==> config.mk <==
export PLATFORM = sky130hd
export DESIGN_NAME = source_lexer_with_keywords_core
export DESIGN_NICKNAME = d
export VERILOG_FILES = /design/src/design/slex_pkg.sv /design/src/design/source_lexer_with_keywords_core.sv
export SDC_FILE = /design/constraint.sdc
export NUM_CORES = 1
export LEC_CHECK = 0
export ABC_AREA = 1
export BUFFER_PORTS_ARGS = -buffer_cell sky130_fd_sc_hd__clkbuf_2
export CAP_MARGIN = 20
export CORE_UTILIZATION = 60
export DETAILED_ROUTE_END_ITERATION = 10
export HOLD_SLACK_MARGIN = 0.06
export PLACE_DENSITY = 0.8
export SLEW_MARGIN = 20
export SYNTH_ARGS = -nofsm -noshare
export SYNTH_HDL_FRONTEND = slang
export SYNTH_SLANG_ARGS = --single-unit
==> constraint.sdc <==
create_clock -name clk -period 5.85 [get_ports clk]
set_clock_uncertainty 0.1 [all_clocks]
set_input_delay 0.2925 -clock clk [delete_from_list [all_inputs] [get_ports clk]]
set_output_delay 0.2925 -clock clk [all_outputs]
set_load 0.05 [all_outputs]
==> src/design/slex_pkg.sv <==
// ---------------------------------------------------------------------------
// Lexer package
// Types, codes and keyword tables shared by the lexer core and its checker.
// ---------------------------------------------------------------------------
package slex_pkg;

  localparam int KEYWORD_CHARS = 8;
  localparam int KW_IDX_W      = $clog2(KEYWORD_CHARS);
  localparam int KW_COUNT      = 6;
  localparam int FIFO_DEPTH    = 4;
  localparam int FIFO_PTR_W    = 2;
  localparam int FIFO_CNT_W    = 3;

  // Token classes.
  localparam logic [2:0] CLS_KEYWORD = 3'd0;
  localparam logic [2:0] CLS_IDENT   = 3'd1;
  localparam logic [2:0] CLS_NUMBER  = 3'd2;
  localparam logic [2:0] CLS_STRING  = 3'd3;
  localparam logic [2:0] CLS_PUNCT   = 3'd4;
  localparam logic [2:0] CLS_END     = 3'd5;
  localparam logic [2:0] CLS_UNTERM  = 3'd6;

  // Character codes.
  localparam logic [7:0] CH_EOT   = 8'h00;
  localparam logic [7:0] CH_NL    = 8'h0A;
  localparam logic [7:0] CH_QUOTE = 8'h22;
  localparam logic [7:0] CH_UNDER = 8'h5F;

  typedef enum logic [3:0] {
    MODE_IDLE   = 4'b0001,
    MODE_IDENT  = 4'b0010,
    MODE_NUMBER = 4'b0100,
    MODE_STRING = 4'b1000
  } mode_t;

  typedef logic [KEYWORD_CHARS-1:0][7:0] word_t;

  typedef struct packed {
    logic [2:0]  cls;
    logic [7:0]  value;
    logic [15:0] row;
    logic [15:0] col;
    logic [31:0] offset;
    logic [15:0] len;
    logic        last;
  } result_t;

  // Keyword text, right-justified: the first character sits highest.
  localparam logic [63:0] KW_STR [KW_COUNT] = '{
    64'("for"), 64'("if"), 64'("else"), 64'("let"), 64'("const"), 64'("function")
  };
  localparam int KW_LEN [KW_COUNT] = '{3, 2, 4, 3, 5, 8};

  function automatic logic [15:0] sat_inc(input logic [15:0] v);
    sat_inc = (v == 16'hFFFF) ? v : v + 16'd1;
  endfunction

  // Returns {hit, index}; a later keyword wins, as there is no overlap anyway.
  function automatic logic [3:0] kw_match(input word_t wb, input logic [15:0] len);
    logic       same;
    logic [3:0] res;
    res = 4'b0;
    for (int k = 0; k < KW_COUNT; k++) begin
      same = (len == 16'(KW_LEN[k]));
      for (int i = 0; i < KEYWORD_CHARS; i++) begin
        if (i < KW_LEN[k]) begin
          if (wb[i] != KW_STR[k][8*(KW_LEN[k]-1-i) +: 8]) begin
            same = 1'b0;
          end
        end
      end
      if (same) begin
        res = {1'b1, 3'(k)};
      end
    end
    kw_match = res;
  endfunction

endpackage

==> src/design/source_lexer_with_keywords_core.sv <==
// ---------------------------------------------------------------------------
// Source lexer with keyword recognition
// Splits a byte stream into identifier, keyword, number, string and punctuation
// tokens, plus end and unterminated-string tokens, with their row, column, offset and length.
// ---------------------------------------------------------------------------
//
//   channel | handshake               | payload
//   --------+-------------------------+-----------------------------------------
//   input   | in_valid / in_stall     | ch
//   output  | out_valid / out_stall   | token_class, token_value, start_row,
//           |                         | start_col, start_offset, token_length, last
//
// One byte is taken per cycle while in_stall is low. Each byte is classified and
// the lexer state is updated in the cycle it is accepted; the zero, one or two
// tokens it finishes are written into a four-entry result queue, which the output
// side drains at one item per cycle while out_stall is low. The input stalls while
// fewer than two queue entries are free, so the sustained rate is one byte per
// cycle unless the text produces more tokens than the output can take. Reset (rst,
// synchronous) returns the lexer to row 1, column 1, offset 0 and empties the queue.
module source_lexer_with_keywords_core (
  input  logic        clk,
  input  logic        rst,
  input  logic [7:0]  ch,
  input  logic        in_valid,
  output logic        in_stall,
  output logic [2:0]  token_class,
  output logic [7:0]  token_value,
  output logic [15:0] start_row,
  output logic [15:0] start_col,
  output logic [31:0] start_offset,
  output logic [15:0] token_length,
  output logic        last,
  output logic        out_valid,
  input  logic        out_stall
);

  // Lexer state.
  slex_pkg::mode_t mode, mode_next;
  logic [15:0]     cur_row, cur_row_next;
  logic [15:0]     cur_col, cur_col_next;
  logic [31:0]     cur_off, cur_off_next;
  logic [15:0]     tok_row, tok_row_next;
  logic [15:0]     tok_col, tok_col_next;
  logic [31:0]     tok_off, tok_off_next;
  logic [15:0]     tok_len, tok_len_next;
  slex_pkg::word_t word_buf, word_buf_next;

  // Result queue.
  slex_pkg::result_t                    q [slex_pkg::FIFO_DEPTH];
  logic [slex_pkg::FIFO_PTR_W-1:0]      wr_ptr, rd_ptr;
  logic [slex_pkg::FIFO_CNT_W-1:0]      count;

  slex_pkg::result_t res0, res1, idle_res;
  logic [1:0]        n_res;
  logic              go_idle, idle_hit, restart_now;
  logic              in_acc, pop;
  logic              is_alpha, is_digit, is_space, is_start, is_cont;
  logic [15:0]       adv_row, adv_col;
  logic [31:0]       adv_off;
  logic [3:0]        kw;

  assign in_stall = (count > slex_pkg::FIFO_CNT_W'(slex_pkg::FIFO_DEPTH - 2));
  assign in_acc   = in_valid && !in_stall;
  assign out_valid = (count != '0);
  assign pop      = out_valid && !out_stall;

  assign token_class  = q[rd_ptr].cls;
  assign token_value  = q[rd_ptr].value;
  assign start_row    = q[rd_ptr].row;
  assign start_col    = q[rd_ptr].col;
  assign start_offset = q[rd_ptr].offset;
  assign token_length = q[rd_ptr].len;
  assign last         = q[rd_ptr].last;

  // Character classes.
  assign is_alpha = (ch >= 8'h61 && ch <= 8'h7A) || (ch >= 8'h41 && ch <= 8'h5A);
  assign is_digit = (ch >= 8'h30 && ch <= 8'h39);
  assign is_space = (ch == 8'h20) || (ch >= 8'h09 && ch <= 8'h0D);
  assign is_start = is_alpha || (ch == slex_pkg::CH_UNDER);
  assign is_cont  = is_start || is_digit;

  // Position after consuming this byte: a newline moves to the next row.
  assign adv_row = (ch == slex_pkg::CH_NL) ? slex_pkg::sat_inc(cur_row) : cur_row;
  assign adv_col = (ch == slex_pkg::CH_NL) ? 16'd1 : slex_pkg::sat_inc(cur_col);
  assign adv_off = cur_off + 32'd1;

  assign kw = slex_pkg::kw_match(word_buf, tok_len);

  always_comb begin
    mode_next     = mode;
    cur_row_next  = cur_row;
    cur_col_next  = cur_col;
    cur_off_next  = cur_off;
    tok_row_next  = tok_row;
    tok_col_next  = tok_col;
    tok_off_next  = tok_off;
    tok_len_next  = tok_len;
    word_buf_next = word_buf;
    res0          = '0;
    res1          = '0;
    idle_res      = '0;
    n_res         = 2'd0;
    go_idle       = 1'b0;
    idle_hit      = 1'b0;
    restart_now   = 1'b0;

    unique case (mode)
      slex_pkg::MODE_IDENT: begin
        if (is_cont) begin
          if (tok_len < 16'(slex_pkg::KEYWORD_CHARS)) begin
            word_buf_next[tok_len[slex_pkg::KW_IDX_W-1:0]] = ch;
          end
          tok_len_next = slex_pkg::sat_inc(tok_len);
          cur_row_next = adv_row;
          cur_col_next = adv_col;
          cur_off_next = adv_off;
        end else begin
          res0.cls    = kw[3] ? slex_pkg::CLS_KEYWORD : slex_pkg::CLS_IDENT;
          res0.value  = kw[3] ? {5'd0, kw[2:0]} : 8'd0;
          res0.row    = tok_row;
          res0.col    = tok_col;
          res0.offset = tok_off;
          res0.len    = tok_len;
          n_res       = 2'd1;
          go_idle     = 1'b1;
        end
      end
      slex_pkg::MODE_NUMBER: begin
        if (is_digit) begin
          tok_len_next = slex_pkg::sat_inc(tok_len);
          cur_row_next = adv_row;
          cur_col_next = adv_col;
          cur_off_next = adv_off;
        end else begin
          res0.cls    = slex_pkg::CLS_NUMBER;
          res0.row    = tok_row;
          res0.col    = tok_col;
          res0.offset = tok_off;
          res0.len    = tok_len;
          n_res       = 2'd1;
          go_idle     = 1'b1;
        end
      end
      slex_pkg::MODE_STRING: begin
        res0.row    = tok_row;
        res0.col    = tok_col;
        res0.offset = tok_off;
        res0.len    = tok_len;
        priority if (ch == slex_pkg::CH_QUOTE) begin
          res0.cls     = slex_pkg::CLS_STRING;
          n_res        = 2'd1;
          mode_next    = slex_pkg::MODE_IDLE;
          cur_row_next = adv_row;
          cur_col_next = adv_col;
          cur_off_next = adv_off;
        end else if (ch == slex_pkg::CH_EOT) begin
          // Text ended inside a string: report it, then the end token.
          res0.cls    = slex_pkg::CLS_UNTERM;
          res1.cls    = slex_pkg::CLS_END;
          res1.row    = cur_row;
          res1.col    = cur_col;
          res1.offset = cur_off;
          n_res       = 2'd2;
          restart_now = 1'b1;
        end else begin
          tok_len_next = slex_pkg::sat_inc(tok_len);
          cur_row_next = adv_row;
          cur_col_next = adv_col;
          cur_off_next = adv_off;
        end
      end
      slex_pkg::MODE_IDLE: begin
        go_idle = 1'b1;
      end
      default: begin
        mode_next = slex_pkg::MODE_IDLE;
      end
    endcase

    // A byte seen in idle, or the byte that ended an identifier or number.
    if (go_idle) begin
      mode_next       = slex_pkg::MODE_IDLE;
      idle_res.row    = cur_row;
      idle_res.col    = cur_col;
      idle_res.offset = cur_off;
      priority if (ch == slex_pkg::CH_EOT) begin
        idle_res.cls = slex_pkg::CLS_END;
        idle_hit     = 1'b1;
        restart_now  = 1'b1;
      end else if (is_start || is_digit || ch == slex_pkg::CH_QUOTE) begin
        tok_row_next = cur_row;
        tok_col_next = cur_col;
        tok_off_next = cur_off;
        tok_len_next = 16'd1;
        if (is_start) begin
          mode_next        = slex_pkg::MODE_IDENT;
          word_buf_next[0] = ch;
        end else if (is_digit) begin
          mode_next = slex_pkg::MODE_NUMBER;
        end else begin
          // Strings start their text just past the opening quote.
          mode_next    = slex_pkg::MODE_STRING;
          tok_off_next = adv_off;
          tok_len_next = 16'd0;
        end
      end else if (!is_space) begin
        idle_res.cls   = slex_pkg::CLS_PUNCT;
        idle_res.value = ch;
        idle_res.len   = 16'd1;
        idle_hit       = 1'b1;
      end
      if (ch != slex_pkg::CH_EOT) begin
        cur_row_next = adv_row;
        cur_col_next = adv_col;
        cur_off_next = adv_off;
      end
      if (idle_hit) begin
        if (n_res == 2'd0) begin
          res0 = idle_res;
        end else begin
          res1 = idle_res;
        end
        n_res = n_res + 2'd1;
      end
    end

    if (restart_now) begin
      mode_next    = slex_pkg::MODE_IDLE;
      cur_row_next = 16'd1;
      cur_col_next = 16'd1;
      cur_off_next = 32'd0;
      tok_row_next = 16'd1;
      tok_col_next = 16'd1;
      tok_off_next = 32'd0;
      tok_len_next = 16'd0;
    end

    if (n_res == 2'd1) begin
      res0.last = 1'b1;
    end
    if (n_res == 2'd2) begin
      res1.last = 1'b1;
    end
  end

  always_ff @(posedge clk) begin
    if (rst) begin
      mode    <= slex_pkg::MODE_IDLE;
      cur_row <= 16'd1;
      cur_col <= 16'd1;
      cur_off <= 32'd0;
      tok_row <= 16'd1;
      tok_col <= 16'd1;
      tok_off <= 32'd0;
      tok_len <= 16'd0;
    end else if (in_acc) begin
      mode    <= mode_next;
      cur_row <= cur_row_next;
      cur_col <= cur_col_next;
      cur_off <= cur_off_next;
      tok_row <= tok_row_next;
      tok_col <= tok_col_next;
      tok_off <= tok_off_next;
      tok_len <= tok_len_next;
    end
  end

  // Only the bytes of the current identifier are ever compared.
  always_ff @(posedge clk) begin
    if (in_acc) begin
      word_buf <= word_buf_next;
    end
  end

  always_ff @(posedge clk) begin
    if (in_acc && n_res != 2'd0) begin
      q[wr_ptr] <= res0;
      if (n_res == 2'd2) begin
        q[wr_ptr + 1'b1] <= res1;
      end
    end
  end

  always_ff @(posedge clk) begin
    if (rst) begin
      wr_ptr <= '0;
      rd_ptr <= '0;
      count  <= '0;
    end else begin
      if (in_acc) begin
        wr_ptr <= wr_ptr + slex_pkg::FIFO_PTR_W'(n_res);
      end
      if (pop) begin
        rd_ptr <= rd_ptr + 1'b1;
      end
      count <= count + (in_acc ? slex_pkg::FIFO_CNT_W'(n_res) : '0)
                     - slex_pkg::FIFO_CNT_W'(pop);
    end
  end

endmodule

=== After elaboration in Yosys (flattened, before gate mapping) ===
Memories as Yosys holds them, arrays and structs flattened. A register that Yosys moved wholly into a read port is not among the register bits.
Cells that the tools add are included.

* Multipliers: 0
* Order comparisons: 12
* Shifts and indexed selects: 0
* Multiplexer cells: 161
* Reductions and logical operators: 26
* Bitwise logic cells: 0
* Eq/ne operators: 42
* Add/subtract/negate cells: 10
* Div/mod/pow operators: 0

{| class="wikitable"
|+ Operators by type and width
! operator !! count
|-
| $mux 16 || 35
|-
| $mux 92 || 6
|-
| $mux 32 || 13
|-
| $pmux 80 s3 || 1
|-
| $mux 64 || 3
|-
| $ne 8x7->1 const B || 21
|-
| $pmux 16 s3 || 3
|-
| $pmux 32 s3 || 1
|-
| $mux 89 || 1
|-
| $mux 8 || 10
|-
| $mux 80 || 1
|-
| $bwmux 64 || 1
|-
| $mux 4 || 13
|-
| $mux 1 || 51
|-
| $add 16x1->16 const B || 3
|-
| $eq 16x16->1 const B || 3
|-
| $add 32x1->32 const B || 1
|-
| $eq 16x2->1 const B || 2
|-
| $eq 16x3->1 const B || 2
|-
| $demux 8 s3 || 1
|-
| $mux 11 || 2
|-
| $mux 3 || 7
|-
| $eq 16x4->1 const B || 1
|-
| $eq 8x6->1 const B || 2
|-
| 41 further kinds || 67
|}

* Output and inout bits: 94
* Latch bits: 0
* Bits of input ports: 12
* Word-level logic and storage cells: 271
* Memory bits (writable): 368
* Bits in registers: 219
* Memory bits (read-only): 0
* Memories kept: 1

{| class="wikitable"
|+ Memory list
! memory !! words !! width !! rd ports !! clocked after Yosys merged registers in !! write ports !! RTL line !! text
|-
| q || 4 || 92 || 1 || 1 || 2 || source_lexer_with_keywords_core.sv:49 || <nowiki>slex_pkg::result_t q [slex_pkg::FIFO_DEPTH];</nowiki>
|}

=== Logic depth before layout (Yosys ltp) ===
Gate-level depths: netlist (run 1).

* Depth in word-level cells: 17
* Depth in mapped cells: 21
* Mapped depth without buffers: 21

=== Least setup slack after synthesis (run 1) ===
Ideal clock, no wire load.

* Kind: reg2reg
* From: register mode[2]
* To: memory q[3][0] (netlist bit), enable pin
* Arrival time: 3.989 ns
* Setup time: 0.436 ns
* Clock period less this slack: 4.525 ns
* Cell stages (with the launch flop): 17
* Required time: 5.314 ns
* Buffers on the path: 2
* Setup slack: 1.325 ns
* Path through: dfxtp_1 -> inv_1 -> nor3_2 -> nand2_1 -> nand2_1 -> inv_1 -> nand2_1 -> inv_2 -> ha_1 -> inv_1 -> nand2_1 -> nand3_2 -> a21oi_4 -> nand2_2 -> buf_2 -> buf_2 -> nand2_1

{| class="wikitable"
|+ RTL lines
! element !! RTL line !! text
|-
| start, declared || source_lexer_with_keywords_core.sv:38 || <nowiki>slex_pkg::mode_t mode, mode_next;</nowiki>
|-
| start signal, assigned || source_lexer_with_keywords_core.sv:248 || <nowiki>mode <= slex_pkg::MODE_IDLE;</nowiki>
|-
| start signal, assigned || source_lexer_with_keywords_core.sv:257 || <nowiki>mode <= mode_next;</nowiki>
|-
| end, declared || source_lexer_with_keywords_core.sv:49 ||
|}

==> results of run 1 <==
==> sequential cells by signal, summed over array words and instances (netlist names), named ones only <==
| register | count |
|---|---|
| count | 3 |
| cur_col | 16 |
| cur_off | 32 |
| cur_row | 16 |
| mode | 4 |
| q | 368 |
| rd_ptr | 2 |
| tok_col | 16 |
| tok_len | 16 |
| tok_off | 32 |
| tok_row | 16 |
| word_buf | 64 |
| wr_ptr | 2 |
==> layer usage <==
metal  wire, um  vias to the layer above  track usage
li1           -                    13020            -
met1      36430                    13020       0.4883
met2      41330                     1806       0.5580
met3      11680                      288      0.07912
met4       3951                        0       0.1507
met5          0                        -            0
==> per-stage QoR <==
stage	power, mW	cell area (um2)
2_1_floorplan	8.541	30480
3_3_place_gp	9.884	31220
3_5_place_dp	9.947	31220
4_1_cts	13.83	33320
5_1_grt	14.43	33340
6_report	13.96	33350
==> where the power goes <==
group,internal (mW),switching (mW)
Sequential,5.02,0.230
Combinational,0.846,3.90
Clock,2.29,1.67
Total,8.16,5.80
==> cell type report <==
class                           count  area, um2
Antenna cell                        1      2.502
Clock buffer                       90       1787
Clock inverter                     22      254.0
Fill cell                        4098      16820
Inverter                          377       1418
Multi-Input combinational cell   2613      12610
Sequential cell                   589      15480
Tap cell                          672      840.8
Timing Repair Buffer              157      955.9
==> logic make-up after synthesis <==
family / Yosys count
simple gates: 1485
buf+inv: 635
flops: 589
fa+ha+maj: 14
compound gates: 1067
xor+xnor: 47
==> cell usage after synthesis, drive strengths merged <==
cell | number | area, um2
inv | 373 | 1400
xnor2 | 1 | 8.760
a21oi | 185 | 940.9
nand3b | 8 | 60.06
o21ai | 589 | 2948
a31oi | 2 | 12.51
clkbuf | 174 | 653.1
nor3 | 41 | 226.5
o31ai | 2 | 15.01
nand2 | 769 | 2917
buf | 84 | 437.9
a211oi | 7 | 52.55
or2 | 1 | 6.260
nand4 | 40 | 250.2
nand3 | 193 | 1001
o2111ai | 4 | 35.03
nor2 | 426 | 1624
nor3b | 2 | 15.01
o211ai | 26 | 195.2
clkinv | 4 | 15.01
o22ai | 252 | 1577
dfxtp | 221 | 4424
fa | 1 | 20.02
nor4 | 5 | 31.28
ha | 13 | 162.7
xor2 | 46 | 402.9
edfxtp | 368 | 11050
==> placed cells by master (no fill, tap or decap), types with 13 or more instances in the layout <==
cell type	instances
nand3_1	185
clkbuf_8	13
nand2_1	756
inv_2	37
o211ai_1	26
clkbuf_16	62
nor2_1	417
inv_1	336
edfxtp_1	368
a21oi_1	182
o22ai_1	252
o21ai_1	64
nor3_1	35
buf_4	44
dfxtp_1	219
xor2_1	46
clkbuf_2	104
ha_1	13
o21ai_0	524
nand4_1	40
clkbuf_1	15
==> path summary, 6_finish.rpt <==
check	slack (ps)	endpoint
worst max-delay path	1400	q[1][38]
worst min-delay path	80	count[0]
worst max register to register	1400	q[1][38]
worst min register to register	360	flop
==> critical path, stage by stage (launching register included) <==
cell and delay [ps]:
dfxtp_1 320, inv_2 80, nand2_1 110, nor3_4 410, nand3_1 220, nand2_1 100
inv_1 40, nand2_1 90, inv_2 50, ha_1 260, inv_1 40, nand2_1 70
nand3_2 190, a21oi_4 320, nand2_2 510, nand2_4 890, buf_12 310
==> summary.md, run 1 <==
| Metric | Value |
|---|---|
| Status | `completed` |
| Hold WC Path Type | `input pin to flop` |
| Vias per cell | `6.223` |
| Pre-CTS WS | `1388 ps` |
| Final period utilization | `0.7614` |
| #FFs+latches synth | `589` |
| Simple-gate share of the synthesized area | `0.2011` |
| Tmin final | `4454 ps` |
| Max Slew Vio Count | `0` |
| Setup ws final | `1396 ps` |
| Post-route insts no fill | `4521` |
| Worst-path clk slew | `60 ps` |
| Min-delay src | `rst` |
| Setup bufs post-CTS | `0` |
| Total CTS buffers | `59` |
| Worst r2r src | `mode[1]` |
| Unique cell type count in the Yosys netlist | `41` |
| IO Pins | `106` |
| Slew at the pin closest to its max-slew limit | `1168 ps` |
| Post-Syn Area | `30480 um2` |
| RePlAce Congestion | `0.9691` |
| RSZ-0062 raised after global routing | `false` |
| CTS root buffer | `clkbuf_16` |
| Static Leak | `11.22 nW` |
| Hold Slack | `82.25 ps` |
| Hold buffer count at CTS | `6` |
| CTS tree | `built` |
| Crit path required time | `6070 ps` |
| TritonCTS Sinks | `589` |
| Final #Nets | `3823` |
| Post-CTS Resized | `0` |
| Avg Cell Area, Syn | `7.944 um2` |
| Crit. End Element | `flop` |
| Initial antenna violation count | `1` |
| First-pass DRT Iterations | `7` |
| Die Area | `51710 um2` |
| CP Max Fanout | `48` |
| CP startpoint kind | `flop` |
| Starting DRT DRC Count | `3880` |
| Hold Path Cell Cnt | `2` |
| Core ar. | `50170 um2` |
| FP Rows | `82` |
| Sequential share of the synthesized area | `0.5077` |
| Adder-cell share of the synthesized area | `0.005993` |
| Routed len/inst | `20.66 um` |
| Die X-Extent | `227.4 um` |
| Syn_nets | `3863` |
| Routed vias | `28140` |
| Total of max-cap violations | `0` |
| Setup-failing EPs final | `0` |
| Worst path arrival time | `4680 ps` |
| Synth-to-Final Area Change | `9.396%` |
| Fin util | `0.6646` |
| Peak VDD IR | `308.2 uV` |
| Total track usage | `0.3599` |
| Initial Util | `0.6076` |
| Cells on worst reg2reg path | `16` |
| YS warnings | `0` |
| Buffers added on ports | `105` |
| Die height | `227.4 um` |
| Final hold vios | `0` |
| Largest family of logic cells by synthesized area | `simple AND/OR/NAND/NOR gates` |
| Dpl cells | `4402` |
| FMAX | `224.5 MHz` |
| Compound-Gate Fraction of Synth Area | `0.1895` |
| Setup Crit Path Kind | `flop to flop` |
| Grt ovf | `0` |
| DP HPWL | `56130 um` |
| Post-Syn Instances | `3837` |
| Pin count of the biggest net entering global routing | `76` |
| Routed WL | `93400 um` |
| Post-synthesis xor/xnor area fraction | `0.01350` |
| First-pass GRT wire length | `144000 um` |
| Number of global-route vias before repair | `26180` |
| Fin Setup TNS | `0 ps` |
| Post-synthesis mux area share | `0` |
| Slew margin rel. | `0.2207` |
| Max Root-Sink Buffers | `3` |
| Ratio of cells with drive above 1 in the final layout | `0.08550` |
| Skew-Pair Late Insertion Delay | `660 ps` |
| Routed Antenna Nets | `0` |
| CP startpoint | `mode[1]` |
| CTS H-tree lvls | `2` |
| Pwr/cell area | `418.8 nW/um2` |
| Remaining DRCs | `0` |
(Power assumes the default switching activity.)
==> run 2: changes to the inputs <==
--- a/config.mk
+++ b/config.mk
@@ -8,7 +8,7 @@
 export ABC_AREA = 1
 export BUFFER_PORTS_ARGS = -buffer_cell sky130_fd_sc_hd__clkbuf_2
 export CAP_MARGIN = 20
-export CORE_UTILIZATION = 60
+export CORE_UTILIZATION = 57
 export DETAILED_ROUTE_END_ITERATION = 10
 export HOLD_SLACK_MARGIN = 0.06
 export PLACE_DENSITY = 0.8
==> constraint.sdc (replaced) <==
create_clock -name clk -period 3.6 [get_ports clk]
set_clock_uncertainty 0.1 [all_clocks]
set_input_delay 0.18 -clock clk [delete_from_list [all_inputs] [get_ports clk]]
set_output_delay 0.18 -clock clk [all_outputs]
set_load 0.05 [all_outputs]
==> run 2 against run 1 <==
Against the previous run: core utilization is 1.8 points lower; count of clock-buffer cells in the layout is 9 lower; power is 65% higher; design area is 2.2% higher; global-route usage is 2.0 points lower; final cell count is 1.6% higher; clock power is 65% higher; largest power group unchanged.
==> summary.md, run 2 (synthesis results as in run 1) <==
| Metric | Value |
|---|---|
| Starting DRT DRC Count | `3773 (-2.8%)` |
| Sw frac | `0.4100 (-0.005442)` |
| FP Rows | `84 (+2.4%)` |
| Routed vias | `28520 (+1.4%)` |
| Hold WC Path Type | `input pin to flop` |
| Combinational share of power | `0.349 (+0.009)` |
| Setup Crit Path Kind | `input pin to flop` |
| Final #Nets | `3882 (+1.5%)` |
| Final period utilization | `0.9096` |
| TritonCTS Sinks | `589 (unchanged)` |
| CTS H-tree lvls | `2 (unchanged)` |
| Fin Setup TNS | `0 ps (unchanged)` |
| Routed Antenna Nets | `0 (unchanged)` |
| Crit path required time | `4070 ps (-2000 ps)` |
| CP startpoint kind | `input pin` |
| Die Area | `54410 um2 (+5.2%)` |
| IO Pins | `106 (unchanged)` |
| Post-route insts no fill | `4595 (+1.6%)` |
| Die height | `233.3 um (+2.6%)` |
| Number of global-route vias before repair | `26160 (-0.084%)` |
| RSZ-0062 raised after global routing | `false` |
| First-pass DRT Iterations | `7 (unchanged)` |
| Remaining DRCs | `0 (unchanged)` |
| Skew-Pair Late Insertion Delay | `670 ps (about the same)` |
| Pin count of the biggest net entering global routing | `169 (+120%)` |
| Routed WL | `93910 um (+0.55%)` |
| Top Registers | `q x368, word_buf x64` |
| Crit. End Element | `flop` |
| Peak VDD IR | `444.6 uV (+44%)` |
| First-pass GRT wire length | `144300 um (+0.20%)` |
| Static Leak | `11.61 nW (+3.5%)` |
| CTS root buffer | `clkbuf_16` |
| Sequential power share | `0.368 (-0.008)` |
| Slew at the pin closest to its max-slew limit | `1088 ps (-80.10 ps)` |
| Cell internal pwr | `13.62 mW (+67%)` |
| Initial antenna violation count | `2 (+1)` |
| Tmin final | `3275 ps` |
| Max reg flops | `368 (unchanged)` |
| Dpl cells | `4472 (+1.6%)` |
| Total power | `23.07 mW (+65%)` |
| Core ar. | `52660 um2 (+5.0%)` |
| Pwr/cell area | `677.4 nW/um2 (+62%)` |
| Commonest non-fill, non-tap cell in the layout | `nand2_1` |
| Status | `completed` |
| Worst path arrival time | `3750 ps (-930 ps)` |
| Switching power | `9.460 mW (+63%)` |
| Post-CTS Resized | `0 (unchanged)` |
| Slew margin rel. | `0.2749 (+0.05426)` |
| Die X-Extent | `233.3 um (+2.6%)` |
| Total track usage | `0.3404 (-0.01954)` |
| N_diodes | `0 (-1)` |
| FMAX | `305.4 MHz` |
| Setup-failing EPs final | `0 (unchanged)` |
| Total CTS buffers | `60 (+1.7%)` |
| Clock Power Share | `0.283 (about the same)` |
| CP Max Fanout | `12 (-75%)` |
| Buffers added on ports | `105 (unchanged)` |
| Cell area after layout | `34070 um2 (+2.2%)` |
| Initial Util | `0.5789 (-0.02867)` |
| Max Root-Sink Buffers | `3 (unchanged)` |
| Largest Register | `q` |
| Grt ovf | `0 (unchanged)` |
| Vias per cell | `6.207 (-0.26%)` |
| Most frequent cells in the layout | `nand2_1 (756), o21ai_0 (524), nor2_1 (417)` |
| Max Slew Vio Count | `0 (unchanged)` |
| Placed Area | `31880 um2 (+2.1%)` |
| Ratio of cells with drive above 1 in the final layout | `0.09675 (+0.01125)` |
| Worst-path clk slew | `60 ps (about the same)` |
| Final hold vios | `0 (unchanged)` |
| Synth-to-Final Area Change | `11.76%` |
| RePlAce Congestion | `0.9800 (+1.1%)` |
| CTS tree | `built` |
| Total of max-cap violations | `0 (unchanged)` |
| Routed len/inst | `20.44 um (-1.1%)` |
| DP HPWL | `58400 um (+4.1%)` |
[run 2: cell types whose count changed in the layout (fill, tap and decap cells not counted), moves of 4 or more]
| cell | delta |
|---|---|
| dlygate4sd3_1 | +4 |
| clkinv_1 | +7 |
| buf_12 | +18 |
| buf_4 | +37 |
| clkbuf_1 | -6 |
| clkbuf_8 | -4 |
[run 2: per-layer routing]
metal	GRT usage	routed length, um	part of all wire	vias up
met2	0.5397	42220	0.45	1916
li1	-	-	-	13130
met1	0.4553	36210	0.39	13150
met4	0.1526	4196	0.045	2
met3	0.06067	11240	0.12	329
met5	0	41	0.00044	-
[run 2: stage by stage]
stage,utilization,hold WS [ps],worst slack [ps]
floorplan,-,178.9,217.6
global placement,0.6054,341.1,255.0
detailed placement,0.6054,355.1,248.2
CTS,0.6470,91.02,336.8
global route,0.6470,148.7,23.54
finish,0.6470,123.7,325.3
[run 2: power groups by stage]
stage	clock network, mW	logic (mW)	registers, mW
detailed placement	0	7.89	8.61
CTS	6.54	7.92	8.48
finish	6.52	8.06	8.49
global placement	0	7.80	8.59
floorplan	0	5.35	8.51
global route	6.79	8.47	8.56
[run 2: repair_timing]
action	CTS	global route
buffers inserted	0	0
endpoints found under the hold margin	126	0
hold buffers	10	0
[run 2: worst max-delay path, stage by stage]
cell and delay (ps):
dlygate4sd3_1 530, clkbuf_2 220, nor2_1 200, nand3_1 90
nand2_1 80, inv_2 50, nand2_4 90, nand3_2 150
nand2_1 130, inv_2 50, ha_1 270, inv_1 40
nand2_1 60, nand3_2 200, nor2_4 140, inv_1 60
ha_1 260, inv_1 50, fa_1 420, xor2_1 190
o21ai_0 90, a21oi_1 180
[run 2: final cells by class]
cell class,instances,area (um2)
clock buffer,81,1714
fill,4258,18590
tap,688,860.8
multi-input combinational,2613,12590
inverter,377,1418
timing repair buffer,215,1629
sequential,589,15480
clock inverter,32,375.4
[run 2: final timing paths]
path,from,endpoint,slack (ps),depth (start not counted)
hold reg to reg,tok_row[15],tok_row[15],370,2
setup / recovery,ch[1],count[2],330,22
hold / removal,in_valid,cur_col[0],120,6
setup reg to reg,mode[0],count[2],330,20
